<file path="src/sv/htcg_pkg.sv">
// Shared types and constants for the hit time coincidence grouper.
// Used by every module of the block but htcg_ram; has no dependencies of its own.

package htcg_pkg;

   localparam int TIME_W       = 48;
   localparam int WIN_W        = 32;
   localparam int EVT_W        = 32;
   localparam int CLU_W        = 16;
   localparam int CSR_IDX_W    = 2;
   localparam int MAX_HITS_DEF = 64;
   localparam int QUEUE_DEPTH  = 2;

   // Register indexes of the configuration port.
   localparam logic [CSR_IDX_W-1:0] REG_PROMPT  = 2'd0;
   localparam logic [CSR_IDX_W-1:0] REG_DELAYED = 2'd1;

   localparam logic [WIN_W-1:0] PROMPT_RESET  = 32'd100;
   localparam logic [WIN_W-1:0] DELAYED_RESET = 32'd100000;
   localparam logic [CLU_W-1:0] CLUSTER_MAX   = 16'hFFFF;

   typedef struct packed {
      logic [TIME_W-1:0] hit_time;
      logic              hit_dead;
   } hit_type;

   typedef struct packed {
      logic [WIN_W-1:0] prompt_window;
      logic [WIN_W-1:0] delayed_window;
   } cfg_type;

   typedef struct packed {
      logic              ignored;
      logic              new_event;
      logic              new_cluster;
      logic [EVT_W-1:0]  event_index;
      logic [CLU_W-1:0]  cluster_index;
      logic [TIME_W-1:0] closed_median;
      logic              median_valid;
   } result_type;

endpackage

</file>
<file path="src/sv/htcg_ram.sv">
// Generic single-write, single-read RAM with a registered read port.
// Read-first on a same-address write; no dependencies.

module htcg_ram #(
   parameter int Width = 8,
   parameter int Depth = 16
) (
   input  logic                     clock,
   input  logic                     wr_en,
   input  logic [$clog2(Depth)-1:0] wr_addr,
   input  logic [Width-1:0]         wr_data,
   input  logic [$clog2(Depth)-1:0] rd_addr,
   output logic [Width-1:0]         rd_data
);

   logic [Width-1:0] mem_ff [Depth];
   logic [Width-1:0] rd_data_ff;

   always_ff @(posedge clock) begin
      if (wr_en) begin
         mem_ff[wr_addr] <= wr_data;
      end
      rd_data_ff <= mem_ff[rd_addr];
   end

   assign rd_data = rd_data_ff;

endmodule

</file>
<file path="src/sv/htcg_front.sv">
// Input stage: takes hit transfers, unpacks and registers them for the queue.
// Depends on htcg_pkg for the hit item type.

module htcg_front (
   input  logic                       clock,
   input  logic                       reset,
   input  logic                       req_tvalid,
   output logic                       req_tready,
   input  logic [htcg_pkg::TIME_W-1:0] req_tdata,
   input  logic [0:0]                 req_tuser,
   output logic                       push_valid,
   output htcg_pkg::hit_type          push_item,
   input  logic                       push_ready
);

   logic              valid_ff, valid_in;
   htcg_pkg::hit_type item_ff, item_in;
   logic              take;

   assign req_tready = !valid_ff || push_ready;
   assign take       = req_tvalid && req_tready;

   always_comb begin
      valid_in = valid_ff;
      item_in  = item_ff;
      if (take) begin
         valid_in          = 1'b1;
         item_in.hit_time  = req_tdata;
         item_in.hit_dead  = req_tuser[0];
      end else if (push_ready) begin
         valid_in = 1'b0;
      end
   end

   always_ff @(posedge clock) begin
      if (reset) begin
         valid_ff <= 1'b0;
      end else begin
         valid_ff <= valid_in;
      end
      item_ff <= item_in;
   end

   assign push_valid = valid_ff;
   assign push_item  = item_ff;

endmodule

</file>
<file path="src/sv/htcg_queue.sv">
// Short first-word-fall-through queue between the front and back stages.
// Depends on htcg_pkg for the hit item type and the queue depth.

module htcg_queue (
   input  logic              clock,
   input  logic              reset,
   input  logic              push_valid,
   input  htcg_pkg::hit_type push_item,
   output logic              push_ready,
   output logic              pop_valid,
   output htcg_pkg::hit_type pop_item,
   input  logic              pop
);

   localparam int PtrW = $clog2(htcg_pkg::QUEUE_DEPTH);
   localparam int CntW = $clog2(htcg_pkg::QUEUE_DEPTH + 1);

   htcg_pkg::hit_type slot_ff [htcg_pkg::QUEUE_DEPTH];
   logic [PtrW-1:0]   wr_ptr_ff, wr_ptr_in;
   logic [PtrW-1:0]   rd_ptr_ff, rd_ptr_in;
   logic [CntW-1:0]   fill_ff, fill_in;
   logic              do_push, do_pop;

   assign push_ready = (fill_ff != CntW'(htcg_pkg::QUEUE_DEPTH));
   assign pop_valid  = (fill_ff != '0);
   assign pop_item   = slot_ff[rd_ptr_ff];
   assign do_push    = push_valid && push_ready;
   assign do_pop     = pop && pop_valid;

   always_comb begin
      wr_ptr_in = wr_ptr_ff;
      rd_ptr_in = rd_ptr_ff;
      fill_in   = fill_ff;
      if (do_push) begin
         wr_ptr_in = (wr_ptr_ff == PtrW'(htcg_pkg::QUEUE_DEPTH - 1)) ? '0 :
                     wr_ptr_ff + PtrW'(1);
      end
      if (do_pop) begin
         rd_ptr_in = (rd_ptr_ff == PtrW'(htcg_pkg::QUEUE_DEPTH - 1)) ? '0 :
                     rd_ptr_ff + PtrW'(1);
      end
      if (do_push && !do_pop) begin
         fill_in = fill_ff + CntW'(1);
      end else if (do_pop && !do_push) begin
         fill_in = fill_ff - CntW'(1);
      end
   end

   always_ff @(posedge clock) begin
      if (reset) begin
         wr_ptr_ff <= '0;
         rd_ptr_ff <= '0;
         fill_ff   <= '0;
      end else begin
         wr_ptr_ff <= wr_ptr_in;
         rd_ptr_ff <= rd_ptr_in;
         fill_ff   <= fill_in;
      end
      if (do_push) begin
         slot_ff[wr_ptr_ff] <= push_item;
      end
   end

endmodule

</file>
<file path="src/sv/htcg_back.sv">
// Grouping engine: cluster and event decisions, cluster time store, result register.
// Depends on htcg_pkg and instantiates htcg_ram.

module htcg_back #(
   parameter int MaxHits = htcg_pkg::MAX_HITS_DEF
) (
   input  logic                 clock,
   input  logic                 reset,
   input  htcg_pkg::cfg_type    cfg,
   input  logic                 q_valid,
   input  htcg_pkg::hit_type    q_item,
   output logic                 q_pop,
   output logic                 rsp_valid,
   output htcg_pkg::result_type rsp_item,
   input  logic                 rsp_ready
);

   localparam int CW = $clog2(MaxHits + 1);
   localparam int AW = $clog2(MaxHits);
   localparam int TW = htcg_pkg::TIME_W;

   logic [CW-1:0]              count_ff, count_in;
   logic [CW-1:0]              mid_ff, mid_in;
   logic [TW-1:0]              head_ff, head_in;
   logic [TW-1:0]              last_ff, last_in;
   logic                       seen_ff, seen_in;
   logic [htcg_pkg::EVT_W-1:0] evt_ff, evt_in;
   logic [htcg_pkg::CLU_W-1:0] clu_ff, clu_in;
   logic                       byp_valid_ff, byp_valid_in;
   logic [TW-1:0]              byp_data_ff;
   logic                       out_valid_ff, out_valid_in;
   htcg_pkg::result_type       out_ff, out_in, res;

   logic                       take;
   logic [TW-1:0]              t, gap_last, gap_med, prompt_w, delayed_w, next_med;
   logic                       join_hit, stay;
   logic [CW-1:0]              rd_ptr_full;
   logic                       ram_we;
   logic [AW-1:0]              ram_wr_addr, ram_rd_addr;
   logic [TW-1:0]              ram_wr_data, ram_rd_data;

   htcg_ram #(
      .Width (TW),
      .Depth (MaxHits)
   ) u_times (
      .clock   (clock),
      .wr_en   (ram_we),
      .wr_addr (ram_wr_addr),
      .wr_data (ram_wr_data),
      .rd_addr (ram_rd_addr),
      .rd_data (ram_rd_data)
   );

   assign take  = q_valid && (!out_valid_ff || rsp_ready);
   assign q_pop = take;
   assign t     = q_item.hit_time;

   assign prompt_w  = {{(TW - htcg_pkg::WIN_W){1'b0}}, cfg.prompt_window};
   assign delayed_w = {{(TW - htcg_pkg::WIN_W){1'b0}}, cfg.delayed_window};
   assign gap_last  = (t > last_ff) ? (t - last_ff) : '0;
   assign gap_med   = (t > head_ff) ? (t - head_ff) : '0;
   assign join_hit  = (gap_last < prompt_w);
   assign stay      = (gap_med < delayed_w);

   // The store is always read one entry past the median, so the next median is
   // ready when the cluster grows; a write to that entry last cycle is bypassed.
   assign rd_ptr_full = mid_ff + CW'(1);
   assign ram_rd_addr = rd_ptr_full[AW-1:0];
   assign next_med    = byp_valid_ff ? byp_data_ff : ram_rd_data;

   always_comb begin
      count_in    = count_ff;
      mid_in      = mid_ff;
      head_in     = head_ff;
      last_in     = last_ff;
      seen_in     = seen_ff;
      evt_in      = evt_ff;
      clu_in      = clu_ff;
      ram_we      = 1'b0;
      ram_wr_addr = count_ff[AW-1:0];
      ram_wr_data = t;
      res         = '0;

      if (take) begin
         if (q_item.hit_dead) begin
            res.ignored = 1'b1;
         end else if (!seen_ff) begin
            seen_in         = 1'b1;
            res.new_event   = 1'b1;
            res.new_cluster = 1'b1;
            evt_in          = '0;
            clu_in          = '0;
            ram_we          = 1'b1;
            ram_wr_addr     = '0;
            count_in        = CW'(1);
            mid_in          = '0;
            head_in         = t;
            last_in         = t;
         end else if (join_hit) begin
            if (count_ff < CW'(MaxHits)) begin
               ram_we   = 1'b1;
               count_in = count_ff + CW'(1);
               // An odd count turning even moves the median one entry up.
               if (count_ff[0]) begin
                  mid_in  = mid_ff + CW'(1);
                  head_in = (mid_ff == '0) ? t : next_med;
               end
            end
            last_in = t;
         end else begin
            res.closed_median = head_ff;
            res.median_valid  = 1'b1;
            res.new_cluster   = 1'b1;
            if (stay) begin
               if (clu_ff != htcg_pkg::CLUSTER_MAX) begin
                  clu_in = clu_ff + htcg_pkg::CLU_W'(1);
               end
            end else begin
               res.new_event = 1'b1;
               evt_in        = evt_ff + htcg_pkg::EVT_W'(1);
               clu_in        = '0;
            end
            ram_we      = 1'b1;
            ram_wr_addr = '0;
            count_in    = CW'(1);
            mid_in      = '0;
            head_in     = t;
            last_in     = t;
         end
      end

      res.event_index   = evt_in;
      res.cluster_index = clu_in;

      byp_valid_in = ram_we && (ram_wr_addr == ram_rd_addr);

      out_valid_in = out_valid_ff;
      out_in       = out_ff;
      if (take) begin
         out_valid_in = 1'b1;
         out_in       = res;
      end else if (rsp_ready) begin
         out_valid_in = 1'b0;
      end
   end

   always_ff @(posedge clock) begin
      if (reset) begin
         count_ff     <= '0;
         mid_ff       <= '0;
         head_ff      <= '0;
         last_ff      <= '0;
         seen_ff      <= 1'b0;
         evt_ff       <= '0;
         clu_ff       <= '0;
         byp_valid_ff <= 1'b0;
         out_valid_ff <= 1'b0;
      end else begin
         count_ff     <= count_in;
         mid_ff       <= mid_in;
         head_ff      <= head_in;
         last_ff      <= last_in;
         seen_ff      <= seen_in;
         evt_ff       <= evt_in;
         clu_ff       <= clu_in;
         byp_valid_ff <= byp_valid_in;
         out_valid_ff <= out_valid_in;
      end
      byp_data_ff <= ram_wr_data;
      out_ff      <= out_in;
   end

   assign rsp_valid = out_valid_ff;
   assign rsp_item  = out_ff;

endmodule

</file>
<file path="src/sv/hit_time_coincidence_grouper.sv">
// A hit's result passes the front register, the queue slot and the back stage's output
// register before it is presented; result back-pressure adds to that. One hit is taken
// per cycle while results are not stalled, and each is decided as it leaves the queue.
// Reset (synchronous, active high) clears the cluster, event and cluster counters and
// restores prompt_window to 100 and delayed_window to 100000; there is no clearing pass.

module hit_time_coincidence_grouper #(
   parameter int MaxHits = htcg_pkg::MAX_HITS_DEF
) (
   input  logic                          clock,
   input  logic                          reset,
   // Hit channel.
   input  logic                          req_tvalid,
   output logic                          req_tready,
   input  logic [47:0]                   req_tdata,  // [47:0] hit_time
   input  logic [0:0]                    req_tuser,  // [0] hit_dead
   // Result channel.
   output logic                          rsp_tvalid,
   input  logic                          rsp_tready,
   // [31:0] event_index, [47:32] cluster_index, [95:48] closed_median
   output logic [95:0]                   rsp_tdata,
   // [0] ignored, [1] new_event, [2] new_cluster, [3] median_valid
   output logic [3:0]                    rsp_tuser,
   // Configuration writes.
   input  logic                          csr_we,
   input  logic [htcg_pkg::CSR_IDX_W-1:0] csr_index,
   input  logic [htcg_pkg::WIN_W-1:0]    csr_wdata
);

   // The block is split into a front stage that takes hit transfers, a two-entry
   // queue, and a back stage that does the grouping. The queue lets the hit side keep
   // moving while the result side is stalled, until it fills, and the back stage's
   // output register lets it take the next hit in the cycle a waiting result is taken.

   htcg_pkg::cfg_type    cfg_ff, cfg_in;
   logic                 push_valid, push_ready;
   htcg_pkg::hit_type    push_item;
   logic                 q_valid, q_pop;
   htcg_pkg::hit_type    q_item;
   htcg_pkg::result_type rsp_item;

   // Window registers. Writes to indexes that name no register are dropped.
   always_comb begin
      cfg_in = cfg_ff;
      if (csr_we) begin
         case (csr_index)
            htcg_pkg::REG_PROMPT:  cfg_in.prompt_window  = csr_wdata;
            htcg_pkg::REG_DELAYED: cfg_in.delayed_window = csr_wdata;
            default: ;
         endcase
      end
   end

   always_ff @(posedge clock) begin
      if (reset) begin
         cfg_ff.prompt_window  <= htcg_pkg::PROMPT_RESET;
         cfg_ff.delayed_window <= htcg_pkg::DELAYED_RESET;
      end else begin
         cfg_ff <= cfg_in;
      end
   end

   htcg_front u_front (
      .clock      (clock),
      .reset      (reset),
      .req_tvalid (req_tvalid),
      .req_tready (req_tready),
      .req_tdata  (req_tdata),
      .req_tuser  (req_tuser),
      .push_valid (push_valid),
      .push_item  (push_item),
      .push_ready (push_ready)
   );

   htcg_queue u_queue (
      .clock      (clock),
      .reset      (reset),
      .push_valid (push_valid),
      .push_item  (push_item),
      .push_ready (push_ready),
      .pop_valid  (q_valid),
      .pop_item   (q_item),
      .pop        (q_pop)
   );

   // The back stage keeps the current cluster's times in a RAM and holds the
   // median in a register. A joining hit is compared against the last hit time;
   // a closing hit against the held median. Both compares and the counter updates
   // happen in the cycle the hit leaves the queue.
   htcg_back #(
      .MaxHits (MaxHits)
   ) u_back (
      .clock     (clock),
      .reset     (reset),
      .cfg       (cfg_ff),
      .q_valid   (q_valid),
      .q_item    (q_item),
      .q_pop     (q_pop),
      .rsp_valid (rsp_tvalid),
      .rsp_item  (rsp_item),
      .rsp_ready (rsp_tready)
   );

   assign rsp_tdata = {rsp_item.closed_median, rsp_item.cluster_index, rsp_item.event_index};
   assign rsp_tuser = {rsp_item.median_valid, rsp_item.new_cluster,
                       rsp_item.new_event, rsp_item.ignored};

endmodule

</file>
<file path="config.mk">
export PLATFORM = sky130hd
export DESIGN_NAME = hit_time_coincidence_grouper
export DESIGN_NICKNAME = d
export VERILOG_FILES = /design/src/sv/htcg_pkg.sv /design/src/sv/htcg_ram.sv /design/src/sv/htcg_front.sv /design/src/sv/htcg_queue.sv /design/src/sv/htcg_back.sv /design/src/sv/hit_time_coincidence_grouper.sv
export SDC_FILE = /design/constraint.sdc
export NUM_CORES = 2
export LEC_CHECK = 0
export ABC_AREA = 1
export BUFFER_PORTS_ARGS = -buffer_cell sky130_fd_sc_hd__buf_2
export CORE_MARGIN = 2
export CORE_UTILIZATION = 40
export CTS_BUF_LIST = sky130_fd_sc_hd__clkbuf_16
export CTS_CLUSTER_SIZE = 14
export DETAILED_ROUTE_END_ITERATION = 10
export PLACE_DENSITY_LB_ADDON = 0.25
export SETUP_SLACK_MARGIN = 0.05
export SKIP_LAST_GASP = 1
export SLEW_MARGIN = 10
export SYNTH_ARGS = -nofsm -noshare
export SYNTH_HDL_FRONTEND = slang
export SYNTH_SLANG_ARGS = --single-unit
</file>
<file path="constraint.sdc">
create_clock -name clock -period 11.8 [get_ports clock]
set_input_delay 0.59 -clock clock [delete_from_list [all_inputs] [get_ports clock]]
set_output_delay 0.59 -clock clock [all_outputs]
set_load 0.02 [all_outputs]
</file>
# == Word-level counts from Yosys, hierarchy flattened ==
# Memory sizes are Yosys's and may differ from the RTL's. A register that Yosys moved wholly into a read port is not among the register bits.
# Cells that the tools add are included.
# word_totals
register_bits,427
latch_bits,0
ramBits,3170
mem_bits_ro,0
inputBits,88
out_inout_bits,102
n_memories,2
# memory_table
name,words,word_bits,read_ports,rd_clocked_by_memory_dff,write_ports,line_no,text
u_back.u_times.mem_ff,64,48,1,1,1,htcg_ram.sv:16,logic [Width-1:0] mem_ff [Depth];
u_queue.slot_ff,2,49,1,1,1,htcg_queue.sv:18,htcg_pkg::hit_type slot_ff [htcg_pkg::QUEUE_DEPTH];
# op_classes
add_sub_neg,10
mul,0
div,0
order_cmp,5
n_eq_ne,6
n_shift,0
mux,54
bitwise,2
reduce_logical,26
# ops
op,count
48-bit two-way mux,8
32-bit two-way mux,5
48-bit greater-than comparator,2
48-bit by 32-bit less-than comparator with 1-bit output,2
16-bit two-way mux,6
48-bit subtractor,2
7-bit two-way mux,7
"32-bit by 1-bit adder with 32-bit output, second input constant",1
6-bit two-way mux,4
1-bit two-way mux,20
"16-bit by 1-bit adder with 16-bit output, second input constant",1
"16-bit != test, second input constant",1
"7-bit by 1-bit adder with 7-bit output, second input constant",2
2-bit two-way mux,4
2-bit nonzero test,4
1-bit logical AND,7
7-bit logical NOT,1
"7-bit less-than comparator, second input constant",1
6-bit == test,1
2-bit AND reduction,3
1-bit logical NOT,4
4-bit AND reduction,1
"3-bit by 2-bit != test with 1-bit output, second input constant",1
"3-bit != test, second input constant",1
other kinds (11),14

# == Logic depth before layout (Yosys ltp) ==
# depth
depth_word,9
depth_mapped,39
mapped_depth_nobuf,35

# == Hierarchy ==
# From an unflattened synthesis, not the netlist that was laid out.
# hier_totals
cells_unflattened,13988
hier_area_um2,154404.3
# modules_own_cells
mod,instances,cells_each,area_per_inst_um2,seq_area_each_um2
htcg_ram,1,10108,124330.5,93209.4
htcg_back,1,3238,22031.1,7186.9
htcg_queue,1,189,3819.9,3042.9
hit_time_coincidence_grouper,1,398,2703.8,1281.2
htcg_front,1,55,1519.0,1491.4

# == Worst setup path before layout ==
# OpenSTA, ideal clock, no wires.
# synth_path
path_type,reg-to-reg
from,register with a tool-made name
to,memory u_back.u_times.mem_ff[50][0] in the netlist's numbering (enable)
arrival_ns,8.615
setup_slack_ns,2.672
stages_incl_launch_ff,34
synth_period_minus_slack_ns,9.128
path_cell_list,dfxtp_1 > inv_1 > clkbuf_1 > clkbuf_1 > nand2_1 > nand2_1 > ha_1 > nand2_1 > inv_2 > a21oi_2 > nand2_1 > nand2_1 > nand2_2 > nand2_1 > nand3_2 > nand2_4 > buf_6 > clkbuf_1 > nor2_1 > ha_1 > a21oi_1 > nor2_1 > a211oi_1 > o221ai_1 > nand2_1 > o2111ai_1 > nor2_2 > nand3_4 > nand2_4 > buf_12 > nand2_4 > nor2_8 > nand2_1 > nor3_1
# synth_rtl
item,line_no
end: declaration,htcg_ram.sv:16

==> out/metrics.cfg <==
[run_status]
outcome=finished, final reports clean

[final_layout]
final_common_cell=edfxtp_1
nFillCells=33980
final_cell_mix=3319 x edfxtp_1, 2449 x nor2_1, 2331 x o21ai_0, 1004 x o22ai_1, 711 x nand2_1
final_core_util=0.4555
finalNetCount=13050
finish.instance_area_um2=169500
stdcell_count=18100
area_growth_syn_to_layout_pct=13.40
layout-drive-gt1-share=0.09105

[synthesis]
synth_top_area_cell=edfxtp_1
yosys_register_bits=3646
postSynthAreaPerCell_um2=11.79
synth_area_leaders=edfxtp_1 67%, o21ai_0 7.8%, nor2_1 6.3%
synthesis.area_um2=149500
synthCells=12680
syn_nets=12940
synth_edf_count=3319
ys_seq_area_frac=0.7104
yosys_warnings=0
synth.distinct_cells=61
synth_top_area_frac=0.6666
synth_flop_cell=edfxtp_1
ys_async_sr_fraction=0

[clocking]
clock_latency_ps=1000
cts_tree=yes
cts_setup_buffers=0
clockBufferDepth=4
cts-resized-gates=0
clkTransAtPathRegs_ps=60
numCtsBuffers=380
hold_buffers=83
h-tree-depth=5
root_buffer=clkbuf_16
clock-sinks=3646

[detailed_routing]
routed_via_density=5.751
routed_wl_mm=493.1
drtIter0Drc=13360
drc=0
wl_per_cell_um=27.24
postRouteAntennaNets=0
drt_first_pass_iters=6
vias=104100

[global_routing]
grt_pass1_vias=96630
gr-total-overflow=0
antenna_found_initial=32
grt_usage=0.2513
grt_pass1_wl_mm=698.4
grt_max_degree=192

[floorplanning]
ioPinCount=190
die_area_um2=378700
core_area_um2=372200
die_width_um=615.4
die_h_um=615.4
start_util=0.4017
num_rows=224

[sta]
period_share=0.7563
worst_slew_pin_slew_ps=1239
timing.setup.tns_ps=0
maxSlewViolCount=0
fin_crit_ps=8924
rsz0062_at_grt=no
max_slew_margin=0.1738
hold_violations=0
layout_setup_ws_ps=2876
finalClockSkew_ps=73.51
worst_hold_slack_ps=118.7
finalSetupViolCount=0
max_freq_mhz=112.1

[placed_design]
placed_cell_area_um2=156500
gp_congestion=0.9670
place_inst=17300
port_buffers=189
dp_hpwl_mm=289.9
dp_slack_ps=2965

[setup_path]
critPathMaxFanout=68
slowest_stage=nor2_4
critical-path-max-stage-delay_ps=1020
cp-start-kind=flop
path_class=reg -> reg
critPathRequiredTime_ps=12390
worst_path_most_repeated_cell=nand2_1
endpoint_kind=flop
cp.arrival_ps=9510

[flow_run]
cap_violations=0

[power]
ir_worst_vdd_mv=0.1611
p_leak_nw=57.16
powerDensity_nw_per_um2=222.0
p_total_mw=37.65

[min_path]
min-delay-start=csr_index[1]
hp-class=in -> reg

[registers in the layout (all words and copies together), names as in the netlist, 49 cells and up, named ones only]
signal	count
u_queue.slot_ff	98
u_back.rsp_item	100
u_front.push_item	49
u_back.u_times.mem_ff	3072
cfg_ff	64
[area by class of cell]
| class | instances | area [um^2] | share of cell area |
|---|---|---|---|
| flip-flops and latches | 3646 | 106200 | 0.6265 |
| multi-input cells | 7700 | 38810 | 0.2289 |
| clock buffers | 386 | 9659 | 0.05697 |
| well taps | 4972 | 6221 | 0.03669 |
| repair buffers | 512 | 3929 | 0.02317 |
| clock inverters | 319 | 2556 | 0.01508 |
| inverters | 551 | 2113 | 0.01246 |
| diodes | 15 | 37.54 | 0.0002214 |
[critical path: cells and delay by family, from the launching register on]
| kind | cells | cell delay [ps] |
|---|---|---|
| compound gates | 6 | 910 |
| fa+ha+maj | 2 | 730 |
| buf+inv | 6 | 2270 |
| flops | 1 | 290 |
| simple gates | 19 | 4200 |
[report_power, final]
part	internal, mW	leakage [nW]	switching [mW]
sequential	16.3	32.7	0.246
combinational	2.23	18.2	7.09
clock	6.64	6.31	5.15
[worst paths after layout]
kind | slack [ps] | cells past startpoint | endpoint
worst max-delay path | 2880 | 33 | u_back.u_times.mem_ff[18][29]$_DFFE_PP_
worst min-delay path | 120 | 5 | cfg_ff[34]$_SDFFE_PP1P_
worst max register to register | 2880 | 33 | u_back.u_times.mem_ff[18][29]$_DFFE_PP_
worst min register to register | 460 | 1 | u_queue.rd_ptr_ff$_SDFFE_PP0P_
[synth_stat cells, drive strengths merged (4+ instances only)]
master / n
a211oi: 7
a21boi: 7
a21o: 14
a21oi: 348
a31oi: 5
and2: 4
buf: 44
clkbuf: 740
clkinv: 4
dfxtp: 327
edfxtp: 3319
ha: 164
inv: 547
mux2i: 48
nand2: 748
nand3: 174
nand4: 70
nor2: 2522
nor3: 51
nor4: 16
o2111ai: 4
o211ai: 14
o21a: 4
o21ai: 2345
o21bai: 23
o221ai: 4
o22ai: 1005
or2: 37
xnor2: 31
xor2: 37
[kinds of logic after synthesis]
family	synth area share
adders and majority gates	0.01399
muxes	0.003214
xor gates and xnor gates	0.003983
buffers and inverters	0.03416
DFF	0.7104
and+or+nand+nor	0.09731
AOI/OAI and AO/OA	0.1369
[layer usage]
layer	track usage	routed length, um	vias to the layer above	share of wire
li1	-	-	46360	-
met5	0	83	-	0.00017
met2	0.3875	221300	5016	0.45
met3	0.04588	47090	690	0.096
met1	0.3627	209300	52010	0.42
met4	0.07254	15310	12	0.031
(Power assumes the default switching activity.)
